**config.mk**
```make
export PLATFORM = sky130hd
export DESIGN_NAME = sgd_queue
export DESIGN_NICKNAME = d
export VERILOG_FILES = /design/src/rtl/sgd_pkg.sv /design/src/rtl/sgd_queue.sv
export SDC_FILE = /design/constraint.sdc
export NUM_CORES = 1
export LEC_CHECK = 0
export ABC_CLOCK_PERIOD_IN_PS = 2800
export BUFFER_PORTS_ARGS = -buffer_cell sky130_fd_sc_hd__buf_4
export CAP_MARGIN = 15
export CELL_PAD_IN_SITES_DETAIL_PLACEMENT = 0
export CELL_PAD_IN_SITES_GLOBAL_PLACEMENT = 2
export CORE_ASPECT_RATIO = 0.5
export CORE_MARGIN = 2
export CORE_UTILIZATION = 38
export CTS_BUF_LIST = sky130_fd_sc_hd__clkbuf_8
export DETAILED_ROUTE_END_ITERATION = 7
export GPL_ROUTABILITY_DRIVEN = 1
export PLACE_DENSITY_LB_ADDON = 0.1
export SLEW_MARGIN = 5
export SYNTH_ARGS = -nofsm -noshare
export SYNTH_HDL_FRONTEND = slang
export SYNTH_SLANG_ARGS = --single-unit
```
**constraint.sdc**
```tcl
create_clock -name i_clk -period 2.8 [get_ports i_clk]
set_clock_uncertainty 0.1 [all_clocks]
set_input_delay 0.28 -clock i_clk [delete_from_list [all_inputs] [get_ports i_clk]]
set_output_delay 0.28 -clock i_clk [all_outputs]
set_load 0.03 [all_outputs]
```
**src/rtl/sgd_pkg.sv**
```systemverilog
// Shared types, constants and helpers for the Sobel gradient direction block.
`timescale 1ns / 1ps
`default_nettype none

package sgd_pkg;

    // Field and datapath widths.
    localparam int PIX_W       = 8;
    localparam int CFG_W       = 12;
    localparam int GRAD_W      = 11;
    localparam int ABS_W       = 10;
    localparam int SUM_W       = 11;
    localparam int SQ_W        = 20;
    localparam int S2_W        = 22;
    localparam int MAG2_W      = 21;
    localparam int MAG_W       = 8;
    localparam int ROOT_IDX_W  = 3;

    // APB register map.
    localparam int APB_AW = 3;
    localparam int APB_DW = 32;
    localparam logic REG_FRAME_WIDTH  = 1'b0;
    localparam logic REG_FRAME_HEIGHT = 1'b1;

    // Defaults.
    localparam int DEF_MAX_WIDTH  = 2048;
    localparam int DEF_MAX_HEIGHT = 2048;
    localparam logic [CFG_W-1:0] RST_FRAME_WIDTH  = 12'd640;
    localparam logic [CFG_W-1:0] RST_FRAME_HEIGHT = 12'd480;

    // Queue between the front and the back.
    localparam int QUEUE_DEPTH = 2;

    // Quantized direction codes.
    typedef enum logic [1:0] {
        DIR_0   = 2'd0,
        DIR_45  = 2'd1,
        DIR_90  = 2'd2,
        DIR_135 = 2'd3
    } t_dir;

    // One queued request: the Sobel gradients of an interior centre.
    typedef struct packed {
        logic signed [GRAD_W-1:0] gx;
        logic signed [GRAD_W-1:0] gy;
        logic                     last;
    } t_grad;

    // Front to queue.
    typedef struct packed {
        logic  push;
        t_grad item;
    } t_push;

    // Queue status.
    typedef struct packed {
        logic full;
        logic empty;
    } t_qstat;

    typedef enum logic {
        F_IDLE = 1'b0,
        F_WORK = 1'b1
    } t_front_state;

    typedef enum logic [2:0] {
        B_IDLE = 3'd0,
        B_MUL  = 3'd1,
        B_DIR  = 3'd2,
        B_ROOT = 3'd3,
        B_DONE = 3'd4
    } t_back_state;

    // Effective frame dimension: zero acts as one, large values saturate.
    function automatic logic [31:0] eff_dim(input logic [CFG_W-1:0] v,
                                            input logic [31:0] maxv);
        logic [31:0] ext;
        ext = {{(32-CFG_W){1'b0}}, v};
        if (v == '0) begin
            return 32'd1;
        end
        if (ext > maxv) begin
            return maxv;
        end
        return ext;
    endfunction

endpackage

`default_nettype wire

```
**src/rtl/sgd_queue.sv**
```systemverilog
// Short request queue between the front and the back.
`timescale 1ns / 1ps
`default_nettype none

module sgd_queue
    import sgd_pkg::*;
(
    input  wire logic   i_clk,
    input  wire logic   i_rst_n,
    input  wire t_push  i_push,
    input  wire logic   i_pop,
    output t_grad       o_item,
    output t_qstat      o_qstat
);

    localparam int PW = (QUEUE_DEPTH > 1) ? $clog2(QUEUE_DEPTH) : 1;
    localparam int NW = $clog2(QUEUE_DEPTH + 1);

    t_grad         r_mem [QUEUE_DEPTH];
    logic [PW-1:0] r_wr_ptr;
    logic [PW-1:0] r_rd_ptr;
    logic [NW-1:0] r_count;

    logic do_push;
    logic do_pop;

    assign do_push = i_push.push && !o_qstat.full;
    assign do_pop  = i_pop && !o_qstat.empty;

    assign o_qstat.full  = (r_count == NW'(QUEUE_DEPTH));
    assign o_qstat.empty = (r_count == '0);
    assign o_item        = r_mem[r_rd_ptr];

    // Storage.
    always_ff @(posedge i_clk) begin
        if (do_push) begin
            r_mem[r_wr_ptr] <= i_push.item;
        end
    end

    // Pointers and fill count.
    always_ff @(posedge i_clk) begin
        if (!i_rst_n) begin
            r_wr_ptr <= '0;
            r_rd_ptr <= '0;
            r_count  <= '0;
        end else begin
            if (do_push) begin
                r_wr_ptr <= (r_wr_ptr == PW'(QUEUE_DEPTH - 1)) ? '0 : r_wr_ptr + PW'(1);
            end
            if (do_pop) begin
                r_rd_ptr <= (r_rd_ptr == PW'(QUEUE_DEPTH - 1)) ? '0 : r_rd_ptr + PW'(1);
            end
            if (do_push && !do_pop) begin
                r_count <= r_count + NW'(1);
            end else if (do_pop && !do_push) begin
                r_count <= r_count - NW'(1);
            end
        end
    end

endmodule

`default_nettype wire

```
### After elaboration in Yosys (flattened, before gate mapping)

Memories as Yosys holds them, arrays and structs flattened. A register that Yosys moved wholly into a read port is not among the register bits.
Cells that the tools add are included.

* bits in writable memories: 46
* output and inout bits: 25
* memories: 1
* register bits after elaboration: 4
* logic and storage cells: 27
* input bits: 27

Memories
* r_mem: depth 2, width 23, rd ports 1, clocked after Yosys merged registers in 1, wr ports 1, line sgd_queue.sv:19 `t_grad r_mem [QUEUE_DEPTH];`

* add/subtract/negate cells: 4
* eq/ne operators: 1
* mux-type cells: 8
* reduce and logical (&&, ||, !) cells: 10

Operators by type and width (number)
* two-way mux 1 bit: 6
* logical AND 1 bit: 4
* logical NOT 1 bit: 4
* two-way mux 2 bit: 2
* adder 1 bit, second input constant: 2
* adder 2 x 1 -> 2 bit, second input constant: 1
* == test 2 bit, second input constant: 1
* logical NOT 2 bit: 1
* nonzero test 2 bit: 1
* subtractor 2 x 1 -> 2 bit, second input constant: 1

### Longest topological paths before layout

* depth after elaboration: 7
* mapped depth: 7
* gate-level depth less buffers: 7

### Worst setup path before layout

OpenSTA, ideal clock, no wires.

* kind: register to register
* from: register r_count[0]
* to: memory r_mem[0][0] in the netlist's numbering, enable pin
* stages on the path, launching flop included: 4
* period minus slack after synthesis: 2107 ps
* path slack: 693 ps
* setup time: 401 ps
* data arrival time: 1606 ps
* path through: dfxtp_1 -> nand2b_1 -> inv_2 -> nor3_2

RTL lines
* start: declaration: line sgd_queue.sv:22 `logic [NW-1:0] r_count;`
* start signal: assignment: line sgd_queue.sv:55 `r_count <= r_count + NW'(1);`
* start signal: assignment: line sgd_queue.sv:57 `r_count <= r_count - NW'(1);`
* end: declaration: line sgd_queue.sv:19

==> impl_metrics.tcl <==
set metrics [dict create \
    worstPathCellList "buf_4, mux2_2, buf_4" \
    hp-class "in -> reg" \
    post_cts_buffers 0 \
    grt_usage_pct 12.0 \
    r2r_cells 6 \
    num_vias 1006 \
    cts_resized 0 \
    start_kind "flop" \
    swShare_pct 32.6 \
    ys.warnings.count 0 \
    fmax_ghz 0.540 \
    wl_met2_microns 1550 \
    routed.top_layer "met4" \
    rsz0062_at_grt "false" \
    cts_sinks 51 \
    area_growth_pct 32.3 \
    reg2reg_from "r_count[0]" \
    crit_top_cell "buf_4" \
    period_needed_ns 1.85 \
    p_clk_share_pct 21.6 \
    slowest_delay_ns 0.39 \
    cellInternalPower_mw 1.58 \
    die_height_microns 53.8 \
    grt.overflow.total 0 \
    portBuffers 51 \
    wl_met1_microns 1410 \
    gp_congestion 0.703 \
    io_pins 52 \
    power_mw 2.35 \
    cts_tree "yes" \
    worst_pin_slew_ns 0.340 \
    fin_area_sq_mm 0.00249 \
    combPwrFrac_pct 36.0 \
    min_period_over_period_pct 66.1 \
    grt_pass1_vias 975 \
    drc 0 \
    start_util_pct 38.9 \
    drt_pass1_iterations 4 \
    route.met3.wl_microns 191 \
    antenna_found_initial 0 \
    critical_path_class "reg -> out" \
    synth-async-reset-ratio_pct 0 \
    worst_slack_ns 0.948 \
    synth_ff_type "edfxtp_1" \
    cts_buffers 5 \
    clk_latency_ns 0.30 \
    p_sw_uw 767 \
    std_cell_rows 18 \
    synth_nets 124 \
    r2r_end "r_count[1]" \
    p_per_area_mw_per_mm2 942 \
    hold_slack_ns 0.0519 \
    viasPerCell 4.43 \
    placed_cells 219 \
    slew_viol_final 0 \
    final_nets 184 \
    yosysSeqAreaShare_pct 78.6 \
    final_layout_size_suffix_gt1_share_pct 56.1 \
    setup_tns_ns 0 \
    p_seq_share_pct 42.4 \
    synthCells 96 \
    fin_cells 227 \
    worstPathArrival_ns 1.47 \
    outcome "complete, no violations" \
    h-tree-depth 2 \
    drtIter0Drc 34 \
    wl_per_cell_microns 14.1 \
    holdBufCountCts 0 \
    grt_max_degree 25 \
    grt_pass1_wl_microns 4820 \
    r2r_slack_ns 1.13 \
    maxCapViolations 0 \
    relSlewSlack_pct 77.3 \
    hold_viol 0 \
    slowest_stage "mux2_2" \
    worstSetupEndpoint "o_item[1]" \
    hpwl_microns 2160 \
    ant_nets 0 \
    clk_pin_slew_ns 0.10 \
    routed_wl_microns 3200 \
    power.leakage_nw 0.941 \
    cp_max_fo 23 \
    core_area_sq_mm 0.00484 \
    synth_area_per_cell_sq_um 19.6 \
    final_util_pct 51.5 \
    preCtsSetupSlack_ns 1.14 \
    peakVddDrop_mv 0.504 \
    synth_seq_cells 51 \
    synth_cell_types 20 \
    dieArea_sq_mm 0.00557 \
    worstSetupEndpointType "output pin" \
    setup_violations 0 \
    root_buffer "clkbuf_8" \
    place_area_sq_mm 0.00238 \
    n_antenna_cell 0 \
    nFillCells 408 \
    synth_edf_count 46 \
    die_x_microns 104 \
    clockBufferDepth 2 \
    synth_area_sq_mm 0.00188 \
    crit_required_ns 2.42 \
]
## power by group through the flow
stage               registers [mW]  clock network (mW)  logic (mW)
floorplan                     1.01                   0       0.561
global placement              1.01                   0       0.856
detailed placement            1.01                   0       0.860
CTS                          0.998               0.523       0.862
global route                  1.01               0.554       0.903
finish                       0.997               0.508       0.845
## area by class of cell
class / count / area (sq um) / area share, %
Sequential cell: 51 / 1480 / 59.4
Timing Repair Buffer: 55 / 413 / 16.6
Multi-Input combinational cell: 41 / 392 / 15.7
Tap cell: 70 / 87.6 / 3.51
Clock buffer: 5 / 68.8 / 2.76
Clock inverter: 3 / 43.8 / 1.76
Inverter: 2 / 7.51 / 0.301
## cell usage after synthesis (all sizes together) (2+ instances only)
cell / n / share of area [%]
a21boi: 2 / 0.80
and2: 3 / 1.0
buf: 2 / 0.53
dfxtp: 5 / 5.3
edfxtp: 46 / 73
inv: 2 / 0.40
mux2: 23 / 14
nor2: 2 / 0.40
o21ai: 2 / 0.53
xnor2: 2 / 0.93
## state kept, by name, summed over array words and instances, names as in the netlist, named ones only
name,count
r_count,2
r_wr_ptr,1
r_mem,46
r_rd_ptr,1
## per-layer routing
metal  global-route usage [%]  up-vias
met5                        0        -
met4                     6.08        0
met3                     4.48        7
met2                     20.4       30
met1                     14.0      480
li1                         -      489
## worst min-delay path by stage
| stage | startpoint | endpoint | cells after the start |
|---|---|---|---|
| finish | i_push[13] | r_mem[1][13] | 1 |
| global route | i_push[13] | r_mem[1][13] | 1 |
| CTS | i_push[13] | r_mem[1][13] | 1 |
| detailed placement | i_push[13] | r_mem[1][13] | 1 |
| global placement | i_push[18] | r_mem[0][18] | 1 |
| floorplan | i_push[0] | r_mem[0][0] | 0 |
## worst max-delay path, delay by kind of cell, from the launching register on
family,cells,cell delay [ns]
buf+inv,2,0.47
mux,1,0.39
flops,1,0.31
## kinds of logic (layout without fill, tap and decap cells)
logic type / Yosys count / in the layout / share of synthesized area [%]
flops: 51 / 51 / 78.6
mux: 23 / 23 / 13.7
compound gates: 5 / 5 / 1.73
xor+xnor: 3 / 3 / 1.39
buf+inv: 4 / 65 / 0.929
simple gates: 9 / 9 / 2.92
fa+ha+maj: 1 / 1 / 0.664
## layout by cell type (no fill, tap or decap)
| cell | count |
|---|---|
| inv_1 | 1 |
| or3_1 | 1 |
| mux2_2 | 23 |
| ha_1 | 1 |
| o21a_1 | 1 |
| nor2_1 | 2 |
| a21boi_1 | 1 |
| o21ai_0 | 1 |
| xnor2_1 | 2 |
| o21ai_1 | 1 |
| clkbuf_8 | 5 |
| clkinv_2 | 1 |
| bufinv_16 | 1 |
| and2_1 | 3 |
| clkinv_4 | 1 |
| inv_2 | 1 |
| dfxtp_1 | 5 |
| nor3_4 | 1 |
| a21boi_0 | 1 |
| edfxtp_1 | 46 |
| nand2b_1 | 1 |
| and3_1 | 1 |
| xor2_1 | 1 |
| buf_4 | 55 |
(Power assumes the default switching activity.)
