[src/rtl/sgd_pkg.sv]
// Shared types, constants and helpers for the Sobel gradient direction block.
`timescale 1ns / 1ps
`default_nettype none

package sgd_pkg;

    // Field and datapath widths.
    localparam int PIX_W       = 8;
    localparam int CFG_W       = 12;
    localparam int GRAD_W      = 11;
    localparam int ABS_W       = 10;
    localparam int SUM_W       = 11;
    localparam int SQ_W        = 20;
    localparam int S2_W        = 22;
    localparam int MAG2_W      = 21;
    localparam int MAG_W       = 8;
    localparam int ROOT_IDX_W  = 3;

    // APB register map.
    localparam int APB_AW = 3;
    localparam int APB_DW = 32;
    localparam logic REG_FRAME_WIDTH  = 1'b0;
    localparam logic REG_FRAME_HEIGHT = 1'b1;

    // Defaults.
    localparam int DEF_MAX_WIDTH  = 2048;
    localparam int DEF_MAX_HEIGHT = 2048;
    localparam logic [CFG_W-1:0] RST_FRAME_WIDTH  = 12'd640;
    localparam logic [CFG_W-1:0] RST_FRAME_HEIGHT = 12'd480;

    // Queue between the front and the back.
    localparam int QUEUE_DEPTH = 2;

    // Quantized direction codes.
    typedef enum logic [1:0] {
        DIR_0   = 2'd0,
        DIR_45  = 2'd1,
        DIR_90  = 2'd2,
        DIR_135 = 2'd3
    } t_dir;

    // One queued request: the Sobel gradients of an interior centre.
    typedef struct packed {
        logic signed [GRAD_W-1:0] gx;
        logic signed [GRAD_W-1:0] gy;
        logic                     last;
    } t_grad;

    // Front to queue.
    typedef struct packed {
        logic  push;
        t_grad item;
    } t_push;

    // Queue status.
    typedef struct packed {
        logic full;
        logic empty;
    } t_qstat;

    typedef enum logic {
        F_IDLE = 1'b0,
        F_WORK = 1'b1
    } t_front_state;

    typedef enum logic [2:0] {
        B_IDLE = 3'd0,
        B_MUL  = 3'd1,
        B_DIR  = 3'd2,
        B_ROOT = 3'd3,
        B_DONE = 3'd4
    } t_back_state;

    // Effective frame dimension: zero acts as one, large values saturate.
    function automatic logic [31:0] eff_dim(input logic [CFG_W-1:0] v,
                                            input logic [31:0] maxv);
        logic [31:0] ext;
        ext = {{(32-CFG_W){1'b0}}, v};
        if (v == '0) begin
            return 32'd1;
        end
        if (ext > maxv) begin
            return maxv;
        end
        return ext;
    endfunction

endpackage

`default_nettype wire

[src/rtl/sgd_back.sv]
// Back part: magnitude by iterative square root and quantized direction.
`timescale 1ns / 1ps
`default_nettype none

module sgd_back
    import sgd_pkg::*;
(
    input  wire logic               i_clk,
    input  wire logic               i_rst_n,
    input  wire t_qstat             i_qstat,
    input  wire t_grad              i_item,
    output logic                    o_pop,
    output logic                    o_valid,
    input  wire logic               i_stall,
    output logic [MAG_W-1:0]        o_magnitude,
    output logic [1:0]              o_direction,
    output logic                    o_last
);

    t_back_state r_state, n_state;

    logic [ABS_W-1:0]      r_ax, r_ay;
    logic                  r_same, r_zero, r_last, r_ay_gt;
    logic [SQ_W-1:0]       r_sqx, r_sqy, r_d2;
    logic [S2_W-1:0]       r_s2;
    logic [MAG2_W-1:0]     r_sum;
    t_dir                  r_dir;
    logic [MAG_W-1:0]      r_root;
    logic [ROOT_IDX_W-1:0] r_idx;

    logic                  r_out_valid;
    logic [MAG_W-1:0]      r_out_mag;
    t_dir                  r_out_dir;
    logic                  r_out_last;

    logic [ABS_W-1:0]      ax_in, ay_in;
    logic [SUM_W-1:0]      s_ax_ay;
    logic [ABS_W-1:0]      d_ay_ax;
    logic [MAG_W-1:0]      trial;
    logic [2*MAG_W-1:0]    trial_sq;
    logic                  out_free;
    logic                  load_out;

    assign out_free = !r_out_valid || !i_stall;
    assign load_out = (r_state == B_DONE) && out_free;

    // State register.
    always_ff @(posedge i_clk) begin
        if (!i_rst_n) begin
            r_state <= B_IDLE;
        end else begin
            r_state <= n_state;
        end
    end

    // Sequencer.
    always_comb begin
        n_state = r_state;
        o_pop   = 1'b0;
        case (r_state)
            B_IDLE: begin
                if (!i_qstat.empty) begin
                    o_pop   = 1'b1;
                    n_state = B_MUL;
                end
            end
            B_MUL: begin
                n_state = B_DIR;
            end
            B_DIR: begin
                n_state = B_ROOT;
            end
            B_ROOT: begin
                if (r_idx == '0) begin
                    n_state = B_DONE;
                end
            end
            B_DONE: begin
                if (out_free) begin
                    n_state = B_IDLE;
                end
            end
            default: begin
                n_state = B_IDLE;
            end
        endcase
    end

    assign ax_in    = i_item.gx[GRAD_W-1] ? ABS_W'(-i_item.gx) : ABS_W'(i_item.gx);
    assign ay_in    = i_item.gy[GRAD_W-1] ? ABS_W'(-i_item.gy) : ABS_W'(i_item.gy);
    assign s_ax_ay  = {1'b0, r_ax} + {1'b0, r_ay};
    assign d_ay_ax  = r_ay - r_ax;
    assign trial    = r_root | (MAG_W'(1) << r_idx);
    assign trial_sq = {{MAG_W{1'b0}}, trial} * {{MAG_W{1'b0}}, trial};

    // Datapath steps.
    always_ff @(posedge i_clk) begin
        case (r_state)
            B_IDLE: begin
                if (o_pop) begin
                    r_ax   <= ax_in;
                    r_ay   <= ay_in;
                    r_zero <= (i_item.gx == '0) && (i_item.gy == '0);
                    r_same <= ($signed(i_item.gx) > 0) == ($signed(i_item.gy) > 0);
                    r_last <= i_item.last;
                end
            end
            B_MUL: begin
                // Squares for the magnitude and the tangent comparisons.
                r_sqx   <= {{ABS_W{1'b0}}, r_ax} * {{ABS_W{1'b0}}, r_ax};
                r_sqy   <= {{ABS_W{1'b0}}, r_ay} * {{ABS_W{1'b0}}, r_ay};
                r_s2    <= {{SUM_W{1'b0}}, s_ax_ay} * {{SUM_W{1'b0}}, s_ax_ay};
                r_d2    <= {{ABS_W{1'b0}}, d_ay_ax} * {{ABS_W{1'b0}}, d_ay_ax};
                r_ay_gt <= r_ay > r_ax;
            end
            B_DIR: begin
                r_sum  <= {1'b0, r_sqx} + {1'b0, r_sqy};
                r_root <= '0;
                r_idx  <= ROOT_IDX_W'(MAG_W - 1);
                if (r_zero) begin
                    r_dir <= DIR_0;
                end else if (r_s2 < {1'b0, r_sqx, 1'b0}) begin
                    r_dir <= DIR_0;
                end else if (r_ay_gt && ({2'b00, r_d2} > {1'b0, r_sqx, 1'b0})) begin
                    r_dir <= DIR_90;
                end else begin
                    r_dir <= r_same ? DIR_45 : DIR_135;
                end
            end
            B_ROOT: begin
                // One result bit per cycle, most significant first.
                if ({{(MAG2_W-2*MAG_W){1'b0}}, trial_sq} <= r_sum) begin
                    r_root <= trial;
                end
                r_idx <= r_idx - ROOT_IDX_W'(1);
            end
            default: begin
            end
        endcase
    end

    // Output register.
    always_ff @(posedge i_clk) begin
        if (!i_rst_n) begin
            r_out_valid <= 1'b0;
        end else if (load_out) begin
            r_out_valid <= 1'b1;
        end else if (!i_stall) begin
            r_out_valid <= 1'b0;
        end
    end

    always_ff @(posedge i_clk) begin
        if (load_out) begin
            r_out_mag  <= (r_sum[MAG2_W-1:2*MAG_W] != '0) ? {MAG_W{1'b1}} : r_root;
            r_out_dir  <= r_dir;
            r_out_last <= r_last;
        end
    end

    assign o_valid     = r_out_valid;
    assign o_magnitude = r_out_mag;
    assign o_direction = r_out_dir;
    assign o_last      = r_out_last;

endmodule

`default_nettype wire

[config.mk]
export PLATFORM = sky130hd
export DESIGN_NAME = sgd_back
export DESIGN_NICKNAME = d
export VERILOG_FILES = /design/src/rtl/sgd_pkg.sv /design/src/rtl/sgd_back.sv
export SDC_FILE = /design/constraint.sdc
export NUM_CORES = 1
export LEC_CHECK = 0
export BUFFER_PORTS_ARGS = -buffer_cell sky130_fd_sc_hd__buf_2
export CAP_MARGIN = 20
export CORE_ASPECT_RATIO = 0.8
export CORE_UTILIZATION = 50
export CTS_CLUSTER_SIZE = 40
export DETAILED_ROUTE_END_ITERATION = 8
export PLACE_DENSITY = 0.71
export SYNTH_ARGS = -nofsm -noshare
export SYNTH_HDL_FRONTEND = slang
export SYNTH_SLANG_ARGS = --single-unit
[constraint.sdc]
create_clock -name i_clk -period 6.4 [get_ports i_clk]
set_input_delay 0.32 -clock i_clk [delete_from_list [all_inputs] [get_ports i_clk]]
set_output_delay 0.32 -clock i_clk [all_outputs]
set_load 0.02 [all_outputs]
# Yosys cells after proc, flatten, opt, wreduce, memory -nomap -nowiden
# Index checks and enable logic that the tools add are counted.
# op_classes
order_cmp	6
bitwise_logic	1
add_sub_neg	6
muxes	15
shift	1
n_reduce_logical	17
eq_ne	10
mul	5
# ops
operator	n
10-bit by 10-bit multiplier with 20-bit output	3
11-bit by 1-bit greater-than comparator with 1-bit output, second input constant	2
11-bit logical NOT	2
22-bit by 21-bit < comparator with 1-bit output	1
11-bit by 11-bit multiplier with 22-bit output	1
20-bit by 20-bit adder with 21-bit output	1
20-bit by 21-bit greater-than comparator with 1-bit output	1
16-bit by 21-bit less-or-equal comparator with 1-bit output	1
10-bit two-way mux	2
10-bit negator	2
8-bit by 8-bit multiplier with 16-bit output	1
8-bit one-hot mux with 2 select lines	1
3-bit one-hot mux with 5 select lines	1
10-bit by 10-bit adder with 11-bit output	1
10-bit greater-than comparator	1
10-bit subtractor	1
3-bit two-way mux	3
8-bit two-way mux	1
2-bit inequality test, second input constant	4
8-bit OR	1
1-bit by 3-bit left shift with 8-bit output, first input constant	1
3-bit by 2-bit equality test with 1-bit output, second input constant	2
3-bit logical NOT	2
3-bit one-hot mux with 2 select lines	1
other kinds (16)	24
# word_totals
ff_bits	155
word_cells	81
input_bits	28
output_inout_bits	13

# Depth between registers and ports, before layout
# Gate-level depths: netlist of run 1.
# logic_depth
ltp_word	6
mapped_depth	30
mapped_depth_nobuf	29

# Least setup slack after synthesis of run 1
# No wires, ideal clock.
# synth_path
path_type	flip-flop to flip-flop
start	register r_state[0]
end	register r_ay_gt (enable)
setup_ns	0.626
path_slack_ns	-0.478
n_path_buf	1
synth_period_minus_slack_ns	6.878
path_stages_with_launch	3
t_required_ns	5.774
arrival_ns	6.253
cell_sequence	dfxtp_1 clkbuf_1 nor3b_1
# synth_between
elab_chain_cells	1
# synth_rtl
item	line	text
from (decl)	sgd_back.sv:20	t_back_state r_state, n_state;
from (signal assigned)	sgd_back.sv:52	r_state <= n_state;
3-bit by 1-bit equality test with 1-bit output	sgd_back.sv:98	case (r_state)
to (signal assigned)	sgd_back.sv:114	r_ay_gt <= r_ay > r_ax;
to (decl)	sgd_back.sv:23	logic r_same, r_zero, r_last, r_ay_gt;
# Every way passes these cells.
# A chain may end at the register's enable or synchronous reset.

# Worst setup path after layout of run 1
# layout_path
start	register r_ay[0]
end	register r_d2[17], data pin
# layout_between
elab_chain_cells	2
# layout_rtl
item	line	text
from (decl)	sgd_back.sv:22	logic [ABS_W-1:0] r_ax, r_ay;
from (signal assigned)	sgd_back.sv:102	r_ay <= ay_in;
10-bit subtractor	sgd_back.sv:92	assign d_ay_ax = r_ay - r_ax;
10-bit by 10-bit multiplier with 20-bit output	sgd_back.sv:113	r_d2 <= {{ABS_W{1'b0}}, d_ay_ax} * {{ABS_W{1'b0}}, d_ay_ax};
to (signal assigned)	sgd_back.sv:113	
to (decl)	sgd_back.sv:24	logic [SQ_W-1:0] r_sqx, r_sqy, r_d2;
# Every way passes these cells.

==> results of run 1 <==
## worst max-delay path: cells and delay by family (launching register included)
family                     cells  cell delay (ns)
AOI/OAI and AO/OA             10             1.65
xor gates and xnor gates       1             0.23
adders and majority gates      8             3.14
buffers and inverters          8             0.71
DFF                            1             0.43
and+or+nand+nor                1             0.15
## metrics by stage
step | TNS, ns | cells | utilization, % | setup slack, ns
2_1_floorplan | -0.0998 | 2205 | - | -0.0695
3_3_place_gp | -1.67 | 2949 | 56.1 | -0.192
3_5_place_dp | -2.91 | 2949 | 56.1 | -0.265
4_1_cts | -0.387 | 3000 | 58.4 | -0.131
5_1_grt | -6.61 | 3033 | 60.2 | -0.432
6_report | -1.55 | 3033 | 60.2 | -0.198
## state kept, by name, summed over array words and instances (netlist names)
signal / cells
r_ay_gt: 1
o_last: 1
r_s2: 20
o_direction: 2
r_ay: 10
r_same: 1
r_d2: 19
r_sqx: 19
r_state: 3
r_ax: 10
o_valid: 1
r_last: 1
r_dir: 2
o_magnitude: 8
r_root: 8
r_idx: 3
r_sum: 21
r_zero: 1
r_sqy: 19
## worst max path at each step
| stage | to | slack [ns] | cells past startpoint |
|---|---|---|---|
| after floorplan | r_d2[16] | -0.07 | 27 |
| after global placement | r_d2[17] | -0.19 | 27 |
| after detailed placement | r_d2[18] | -0.26 | 26 |
| after CTS | r_d2[19] | -0.13 | 27 |
| after global routing | r_s2[20] | -0.43 | 29 |
| final | r_d2[17] | -0.20 | 28 |
## routing by layer
metal	track usage [%]	vias to the layer above	wire, um	share of wire, %
met3	3.72	44	2580	5.1
met5	0	-	0	0
met2	38.4	412	23300	46
met1	35.3	7951	24500	48
met4	4.45	0	557	1.1
li1	-	7849	-	-
## final cells by class
| cell class | count | area share, % |
|---|---|---|
| Inverter | 419 | 6.33 |
| Tap cell | 552 | 2.74 |
| Clock buffer | 19 | 1.76 |
| Sequential cell | 150 | 17.7 |
| Clock inverter | 13 | 0.636 |
| Multi-Input combinational cell | 1597 | 62.5 |
| Timing Repair Buffer | 283 | 8.29 |
## timing repair
action / in CTS / in global routing
pin swaps: 42 / 89
setup buffers: 19 / 32
gates resized for setup: 61 / 108
endpoints found under the setup margin: 26 / 30
## synth_stat cells, types with 5 or more instances
master and count:
inv_1 414, ha_1 316, fa_1 231, nor2_1 170, edfxtp_1 146, nand2_1 132
xnor2_1 99, a21oi_1 96, and2_1 63, a21o_1 51, o21ai_0 49, nor3_1 36
xor2_1 32, clkbuf_1 30, nand2b_1 28, nor2b_1 25, o21a_1 25, nand3_1 20
or3_1 18, nand4_1 16, o21bai_1 14, or2_2 14, a211oi_1 13, nor4_1 12
and3_1 10, o211ai_1 9, o31ai_1 9, a31oi_1 7, a21boi_0 6, buf_2 6
nand3b_1 6, mux2_2 5, o311ai_0 5, o41ai_1 5
## kinds of logic (layout without fill, tap and decap cells)
family                     count (synthesis)  count (layout)  synth area share [%]
and+or+nand+nor                          567             567                  13.0
adders and majority gates                547             547                  40.5
buffers and inverters                    458             734                  8.22
AOI/OAI and AO/OA                        338             338                  10.9
DFF                                      150             150                  21.1
xor gates and xnor gates                 136             136                  5.84
muxes                                      9               9                 0.455
==> metrics.txt, run 1 <==
Worst R2R End r_d2[17]; global-route wire length before repair 82.4 mm; CP max FO 5; placed inst area 23,500 sq um; Final Cell Area 25,200 sq um; Reg-to-Reg Start r_ay[0]; CTS tree done; Hold EP r_last; Final min period 6.60 ns; Worst R2R Path Depth 28; core outline area 41,800 sq um; TritonCTS buffer count 17; first-pass iteration count of the detailed router 7; Startpoint Class register; io pins 41; final setup margin -0.198 ns; Antenna Violating Nets Remaining 0; synthesized instance count 2,205; endpoint type of the worst setup path register; failing checks setup timing; WL/cell 16.8 um; Crit path required time 6.55 ns; fmax 0.152 GHz; most common cell after layout, fill and taps aside inv_1; Multi-input gate area 15,700 sq um; wirelength, routed 51.0 mm; DR vias 16,300; Worst Setup SP r_ay[0]; Clock Skews 0.0138 ns; most frequent cell on the critical path fa_1; DRC violations left 0; Syn Std Cell Area 21,200 sq um; EDFF count, synth 146; die height 186 um; Worst Path Arrival 6.75 ns; Synth top area share 21.8%; synthesized area per cell 9.60 sq um; Setup-failing EPs final 16; Tightest Pin Transition 1.03 ns; Root Buffer clkbuf_16; min-delay src i_item[0]; initial antenna violation count 0; Sink Count 150; Clock Path Buffers 2; post-synthesis sequential area ratio 21.1%; final antenna diode count 0; All-Layer GR Usage 24.2%; status finished with violations; Post-DP HPWL 41.9 mm; Slew Limit Fails 0; period utilisation layout 103%; port bufs 39; RSZ-0062 raised after global routing yes; total of warnings raised by yosys 0; Yosys reg bits 150; Register Area 4460 sq um; Hold Vio Cnt, Final 0; Async SR Flop Fraction 0%; most frequent cells in the layout 400 x inv_1, 295 x ha_1, 228 x buf_4, 226 x fa_1, 165 x nor2_1; critical-path cell with the highest stage delay fa_1; clock slew at reported path FFs 0.07 ns; starting density of the core 50.6%; Remaining Overflow, GRT 0; NumNets Final 3,043; Clock Latency Late Sink 0.44 ns; vias in the first global route 16,100; Top FF cell, synth edfxtp_1; top area cells in the synthesized netlist fa_1 22%, edfxtp_1 21%, ha_1 19%; site row count 67; hold_buf cts 0; H-tree level count 4; Net Count, Synth 2,780; r2r setup slk -0.20 ns; WS Path Type reg2reg; pin count of the biggest net entering global routing 79; Placer Congestion 0.912; crit-path max cell delay 0.55 ns; Slew HR 31.5%; initial DRC count 1,001; Hold Crit Depth 1; average vias per placed instance 5.36; Area Growth Syn to Fin 18.9%; hold_ws 0.0523 ns; Yosys cell types 79; filler instances 3,391; max-cap check violation count 0; layout cells sized above 1 19.5%; cell taking the most area after synthesis fa_1; Hold WC Path Type in2reg; Die Width 232 um; die area 43,200 sq um
Power of run 1 is left out: the tool's default activity adds up to more than one toggle a clock period on the data nets, which glitch-free logic cannot reach.
==> inputs of run 2 (changes only) <==
- ABC_AREA: unset -> 1
- RECOVER_POWER: unset -> 50
==> run 2 against run 1 <==
The run ends with capacitance limit, slew limit left. Clock-buffer cell count increased by 2. Synthesized cell count increased by 21%. Final cell count increased by 11%. Sequential cell count unchanged. Setup slack improved by 0.42 ns. Highest routed layer unchanged.
==> metrics.txt, run 2 <==
status finished with violations (unchanged); failing checks capacitance limit, slew limit (was setup timing); Final min period 6.18 ns (was 6.60 ns); cell taking the most area after synthesis fa_1 (unchanged); CP max FO 5 (unchanged); Clock Path Buffers 2 (unchanged); H-tree level count 4 (unchanged); placed inst area 23,400 sq um (was 23,500 sq um); hold_ws 0.0662 ns (was 0.0523 ns); CP Buf/Inv Count 5 (was 8); initial DRC count 1,160 (was 1,001); Final Cell Area 24,300 sq um (was 25,200 sq um); Yosys reg bits 150 (unchanged); crit-path max cell delay 0.56 ns (was 0.55 ns); Hold Vio Cnt, Final 0 (unchanged); vias in the first global route 17,100 (was 16,100); most common cell after layout, fill and taps aside inv_1 (unchanged); Net Count, Synth 3,253 (was 2,780); endpoint type of the worst setup path register (unchanged); core outline area 43,200 sq um (was 41,800 sq um); r2r setup slk 0.22 ns (was -0.20 ns); site row count 68 (was 67); pre-CTS setup slack 0.0691 ns (was -0.265 ns); filler instances 3,947 (was 3,391); first-pass iteration count of the detailed router 5 (was 7); Yosys cell types 44 (was 79); Hold WC Path Type in2reg (unchanged); pin count of the biggest net entering global routing 80 (was 79); layout cells sized above 1 8.97% (was 19.5%); Worst Path Arrival 6.38 ns (was 6.75 ns); die height 190 um (was 186 um); initial antenna violation count 0 (unchanged); io pins 41 (unchanged); max-cap check violation count 2 (was 0); post-synthesis sequential area ratio 20.3% (was 21.1%); Antenna Violating Nets Remaining 0 (unchanged); Syn Std Cell Area 22,000 sq um (was 21,200 sq um); average vias per placed instance 5.11 (was 5.36); Clock Latency Late Sink 0.45 ns (was 0.44 ns); total negative slack 0 ns (was -1.55 ns); TritonCTS buffer count 17 (unchanged); period utilisation layout 96.5% (was 103%); top area cells in the synthesized netlist fa_1 21%, edfxtp_1 20%, ha_1 18% (was fa_1 22%, edfxtp_1 21%, ha_1 19%); Slew HR -182% (was 31.5%); fmax 0.162 GHz (was 0.152 GHz); most frequent cells in the layout 640 x inv_1, 517 x nand2_1, 302 x ha_1, 228 x fa_1, 186 x nor2_1 (was 400 x inv_1, 295 x ha_1, 228 x buf_4, 226 x fa_1, 165 x nor2_1); CP top delay family adder cells (unchanged); cell with the most instances after synthesis inv_1 (unchanged); synthesized instance count 2,678 (was 2,205); EDFF count, synth 146 (unchanged); Tightest Pin Transition 4.23 ns (was 1.03 ns); largest reg by FF count r_sum (unchanged); Area Growth Syn to Fin 10.5% (was 18.9%); final setup margin 0.221 ns (was -0.198 ns); WS Path Type reg2reg (unchanged); critical-path cell with the highest stage delay fa_1 (unchanged); most frequent cell on the critical path fa_1 (unchanged); starting density of the core 50.9% (was 50.6%); final antenna diode count 0 (unchanged); Remaining Overflow, GRT 0 (unchanged); Top FF cell, synth edfxtp_1 (unchanged); die area 44,800 sq um (was 43,200 sq um); wirelength, routed 51.5 mm (was 51.0 mm); Post-DP HPWL 43.5 mm (was 41.9 mm); max reg flops 21 (unchanged); port bufs 39 (unchanged); Die Width 236 um (was 232 um); DR vias 17,300 (was 16,300); global-route wire length before repair 84.4 mm (was 82.4 mm); Clock Skews 0.0163 ns (was 0.0138 ns); Setup-failing EPs final 0 (was 16); NumNets Final 3,382 (was 3,043); Root Buffer clkbuf_16 (unchanged); total of warnings raised by yosys 0 (unchanged); DRC violations left 0 (unchanged); top cell types by occurrence after synthesis 648 x inv_1, 526 x nand2_1, 316 x ha_1, 231 x fa_1, 198 x nor2_1 (was 414 x inv_1, 316 x ha_1, 231 x fa_1, 170 x nor2_1, 146 x edfxtp_1); CTS tree done (unchanged); All-Layer GR Usage 23.6% (was 24.2%); Placer Congestion 0.934 (was 0.912); Crit path required time 6.60 ns (was 6.55 ns); Sink Count 150 (unchanged); Startpoint Class register (unchanged); hold_buf cts 0 (unchanged); clock slew at reported path FFs 0.07 ns (about the same); synthesized area per cell 8.21 sq um (was 9.60 sq um); Synth top area share 21.0% (was 21.8%); Async SR Flop Fraction 0% (unchanged); largest registers r_sum (21), r_s2 (20) (unchanged); Slew Limit Fails 105 (was 0); WL/cell 15.2 um (was 16.8 um)
[run 2: cell count changes in the layout (fill, tap and decap cells not counted), moves of 19 or more]
cell | previous run | this run
nand2_1 | 119 | 517
inv_1 | 400 | 640
buf_4 | 228 | 100
nand3_1 | 19 | 84
and2_1 | 60 | 2
xnor2_1 | 95 | 39
xor2_1 | 31 | 80
a21oi_1 | 72 | 118
a21o_1 | 50 | 19
nand2b_1 | 27 | 0
o21a_1 | 25 | 3
clkbuf_1 | 1 | 22
nor2_1 | 165 | 186
nor2b_1 | 19 | 0
[run 2: worst paths after layout]
path,from,end,cells past startpoint
hold reg to reg,r_last,o_last,0
setup / recovery,r_ay[0],r_s2[18],27
setup reg to reg,r_ay[0],r_s2[18],27
hold / removal,i_item[0],r_last,1
[run 2: repair_timing]
item	4_1_cts	5_1_grt
setup buffers	0	16
endpoints found under the hold margin	0	0
gates resized for setup	0	83
setup endpoints to repair	0	30
[run 2: final cells by class]
| class | count | area (sq um) | area share, % |
|---|---|---|---|
| Inverter | 657 | 2470 | 10.2 |
| Tap cell | 560 | 701 | 2.89 |
| Timing Repair Buffer | 145 | 951 | 3.92 |
| Sequential cell | 150 | 4460 | 18.4 |
| Clock inverter | 11 | 92.6 | 0.381 |
| Multi-Input combinational cell | 1836 | 15200 | 62.4 |
| Clock buffer | 21 | 450 | 1.86 |
[run 2: logic make-up (layout without fill, tap and decap cells)]
group | after synthesis | in the layout | synth area share (%)
xor gates and xnor gates | 123 | 123 | 5.14
AOI/OAI and AO/OA | 264 | 264 | 6.80
buffers and inverters | 692 | 834 | 12.0
adders and majority gates | 547 | 547 | 39.0
and+or+nand+nor | 902 | 902 | 16.8
DFF | 150 | 150 | 20.3
[run 2: worst register-to-register path: cells and delay by family (launching register included)]
kind / cells / cell delay [ns]
buf+inv: 5 / 0.46
fa+ha+maj: 8 / 3.48
flops: 1 / 0.43
simple gates: 11 / 0.96
xor+xnor: 1 / 0.34
compound gates: 2 / 0.28
[run 2: per-stage QoR]
stage,utilization [%],cells
final,56.2,3380
after global routing,56.2,3380
after CTS,55.4,3363
after detailed placement,54.1,3331
after global placement,54.1,3331
after floorplan,-,2678
[run 2: metal layers]
metal | wire length [um] | track usage, % | up-vias
met5 | 0 | 0 | -
met4 | 725 | 5.09 | 0
met3 | 2370 | 2.48 | 36
met2 | 23600 | 38.2 | 414
met1 | 24700 | 34.2 | 8241
li1 | - | - | 8596
Power of run 2 is left out for the same reason.
==> inputs of run 3 (changes only) <==
- CORE_ASPECT_RATIO: 0.8 -> 1.2
- SLEW_MARGIN: unset -> 30
==> run 3 against run 2 <==
Highest routed layer unchanged. The run ends with DRC left. Largest cell class unchanged. Die area hardly changed. Clock-buffer cell count is 1 lower. Setup slack better by 0.067 ns.
==> metrics.txt, run 3 (synthesized netlist as in run 2, its figures left out) <==
vias in the first global route 18,200 (was 17,100); starting density of the core 51.0% (was 50.9%); filler instances 3,841 (was 3,947); Placer Congestion 0.943 (was 0.934); Setup-failing EPs final 0 (unchanged); Worst Path Arrival 6.31 ns (was 6.38 ns); NumNets Final 3,379 (was 3,382); site row count 83 (was 68); Register Area 4460 sq um (unchanged); Clock Skews 0.0113 ns (was 0.0163 ns); Met3 Wirelength 1.98 mm (was 2.37 mm); DR vias 17,400 (was 17,300); layout cells sized above 1 9.55% (was 8.97%); period utilisation layout 95.5% (was 96.5%); wirelength, routed 51.2 mm (was 51.5 mm); Antenna Violating Nets Remaining 0 (unchanged); Tightest Pin Transition 0.808 ns (was 4.23 ns); endpoint type of the worst setup path register (unchanged); largest registers r_sum (21), r_s2 (20) (unchanged); Startpoint Class register (unchanged); first-pass iteration count of the detailed router 7 (was 5); port bufs 39 (unchanged); max-cap check violation count 0 (was 2); H-tree level count 4 (unchanged); WS Path Type reg2reg (unchanged); most frequent cells in the layout 641 x inv_1, 517 x nand2_1, 303 x ha_1, 229 x fa_1, 188 x nor2_1 (was 640 x inv_1, 517 x nand2_1, 302 x ha_1, 228 x fa_1, 186 x nor2_1); io pins 41 (unchanged); most common cell after layout, fill and taps aside inv_1 (unchanged); CP max FO 6 (was 5); routed wl met2 26.3 mm (was 23.6 mm); pin count of the biggest net entering global routing 80 (unchanged); TritonCTS buffer count 17 (unchanged); failing checks DRC (was capacitance limit, slew limit); Sink Count 150 (unchanged); DRC violations left 5 (was 0); fmax 0.164 GHz (was 0.162 GHz); average vias per placed instance 5.15 (was 5.11); die height 232 um (was 190 um); Slew Limit Fails 0 (was 105); DRT met1 WL 21.2 mm (was 24.7 mm); clock slew at reported path FFs 0.07 ns (about the same); CTS tree done (unchanged); Area Growth Syn to Fin 11.3% (was 10.5%); hold_ws 0.0649 ns (was 0.0662 ns); All-Layer GR Usage 23.8% (was 23.6%); Hold Vio Cnt, Final 0 (unchanged); total negative slack 0 ns (unchanged); die area 44,800 sq um (about the same); initial DRC count 927 (was 1,160); Slew HR 46.1% (was -182%); Die Width 193 um (was 236 um); Clock Latency Late Sink 0.44 ns (was 0.45 ns); WL/cell 15.2 um (about the same); max reg flops 21 (unchanged); status finished with violations (unchanged); final antenna diode count 0 (unchanged); Final min period 6.11 ns (was 6.18 ns); Clock Path Buffers 2 (unchanged); Remaining Overflow, GRT 0 (unchanged); Multi-input gate area 15,200 sq um (about the same); Root Buffer clkbuf_16 (unchanged); Post-DP HPWL 43.7 mm (was 43.5 mm); largest reg by FF count r_sum (unchanged); initial antenna violation count 0 (unchanged); Hold WC Path Type in2reg (unchanged); core outline area 43,100 sq um (was 43,200 sq um); top sig layer met4 (unchanged); Crit path required time 6.60 ns (about the same); global-route wire length before repair 85.5 mm (was 84.4 mm)
==> run 3: cell types whose count changed in the layout (fill, tap and decap cells not counted), sizes merged <==
cell,change
clkbuf,-18
clkinvlp,-1
inv,+1
bufinv,+6
clkinv,-5
buf,+14
==> run 3: worst paths after layout <==
check,start,to,slack [ns],cells past startpoint
min,i_item[0],r_last,0.06,1
max reg2reg,r_ay[3],r_d2[19],0.29,25
min reg2reg,r_last,o_last,0.44,0
max,r_ay[3],r_d2[19],0.29,25
==> run 3: layout make-up <==
class | instances | area share [%]
clock buffers | 20 | 1.79
clock inverters | 12 | 0.911
inverters | 657 | 10.1
multi-input cells | 1836 | 62.1
flip-flops and latches | 150 | 18.3
well taps | 552 | 2.82
repair buffers | 142 | 4.06
==> run 3: metal layers <==
metal	vias to the layer above	track usage, %
li1	8561	-
met1	8296	28.2
met2	396	44.7
met3	97	2.30
met4	0	8.20
met5	-	0
==> run 3: repair_timing <==
| item | 4_1_cts | 5_1_grt |
|---|---|---|
| resized for setup | 0 | 85 |
| setup buffers | 0 | 10 |
| hold buffers | 0 | 0 |
| endpoints found under the setup margin | 0 | 32 |
| endpoints found under the hold margin | 0 | 0 |
==> run 3: worst max-delay path, cell delays in order, from the launching register on <==
cell and delay (ns):
edfxtp_1 0.43, ha_1 0.45, nand2_1 0.13, nor2_1 0.17, a21oi_1 0.10, or2_2 0.28, nand2_1 0.25, inv_1 0.18
nand2_1 0.13, fa_1 0.48, fa_1 0.56, inv_1 0.05, fa_1 0.53, inv_1 0.05, fa_1 0.53, inv_1 0.05
ha_1 0.33, ha_4 0.31, nand2_1 0.10, nor2_2 0.13, and2_1 0.16, nand4_1 0.17, inv_1 0.10, nor2_1 0.05
nand3_1 0.07, nand2_1 0.05
==> run 3: per-stage QoR <==
| stage | utilization, % | area [sq um] | setup slack [ns] | cells |
|---|---|---|---|---|
| floorplan | - | 22000 | 0.0436 | 2678 |
| global placement | 54.4 | 23400 | 0.167 | 3327 |
| detailed placement | 54.4 | 23400 | 0.0233 | 3327 |
| CTS | 55.9 | 24100 | 0.00167 | 3359 |
| global route | 56.7 | 24500 | -0.0561 | 3369 |
| finish | 56.7 | 24500 | 0.288 | 3369 |
Power of run 3 is left out for the same reason.
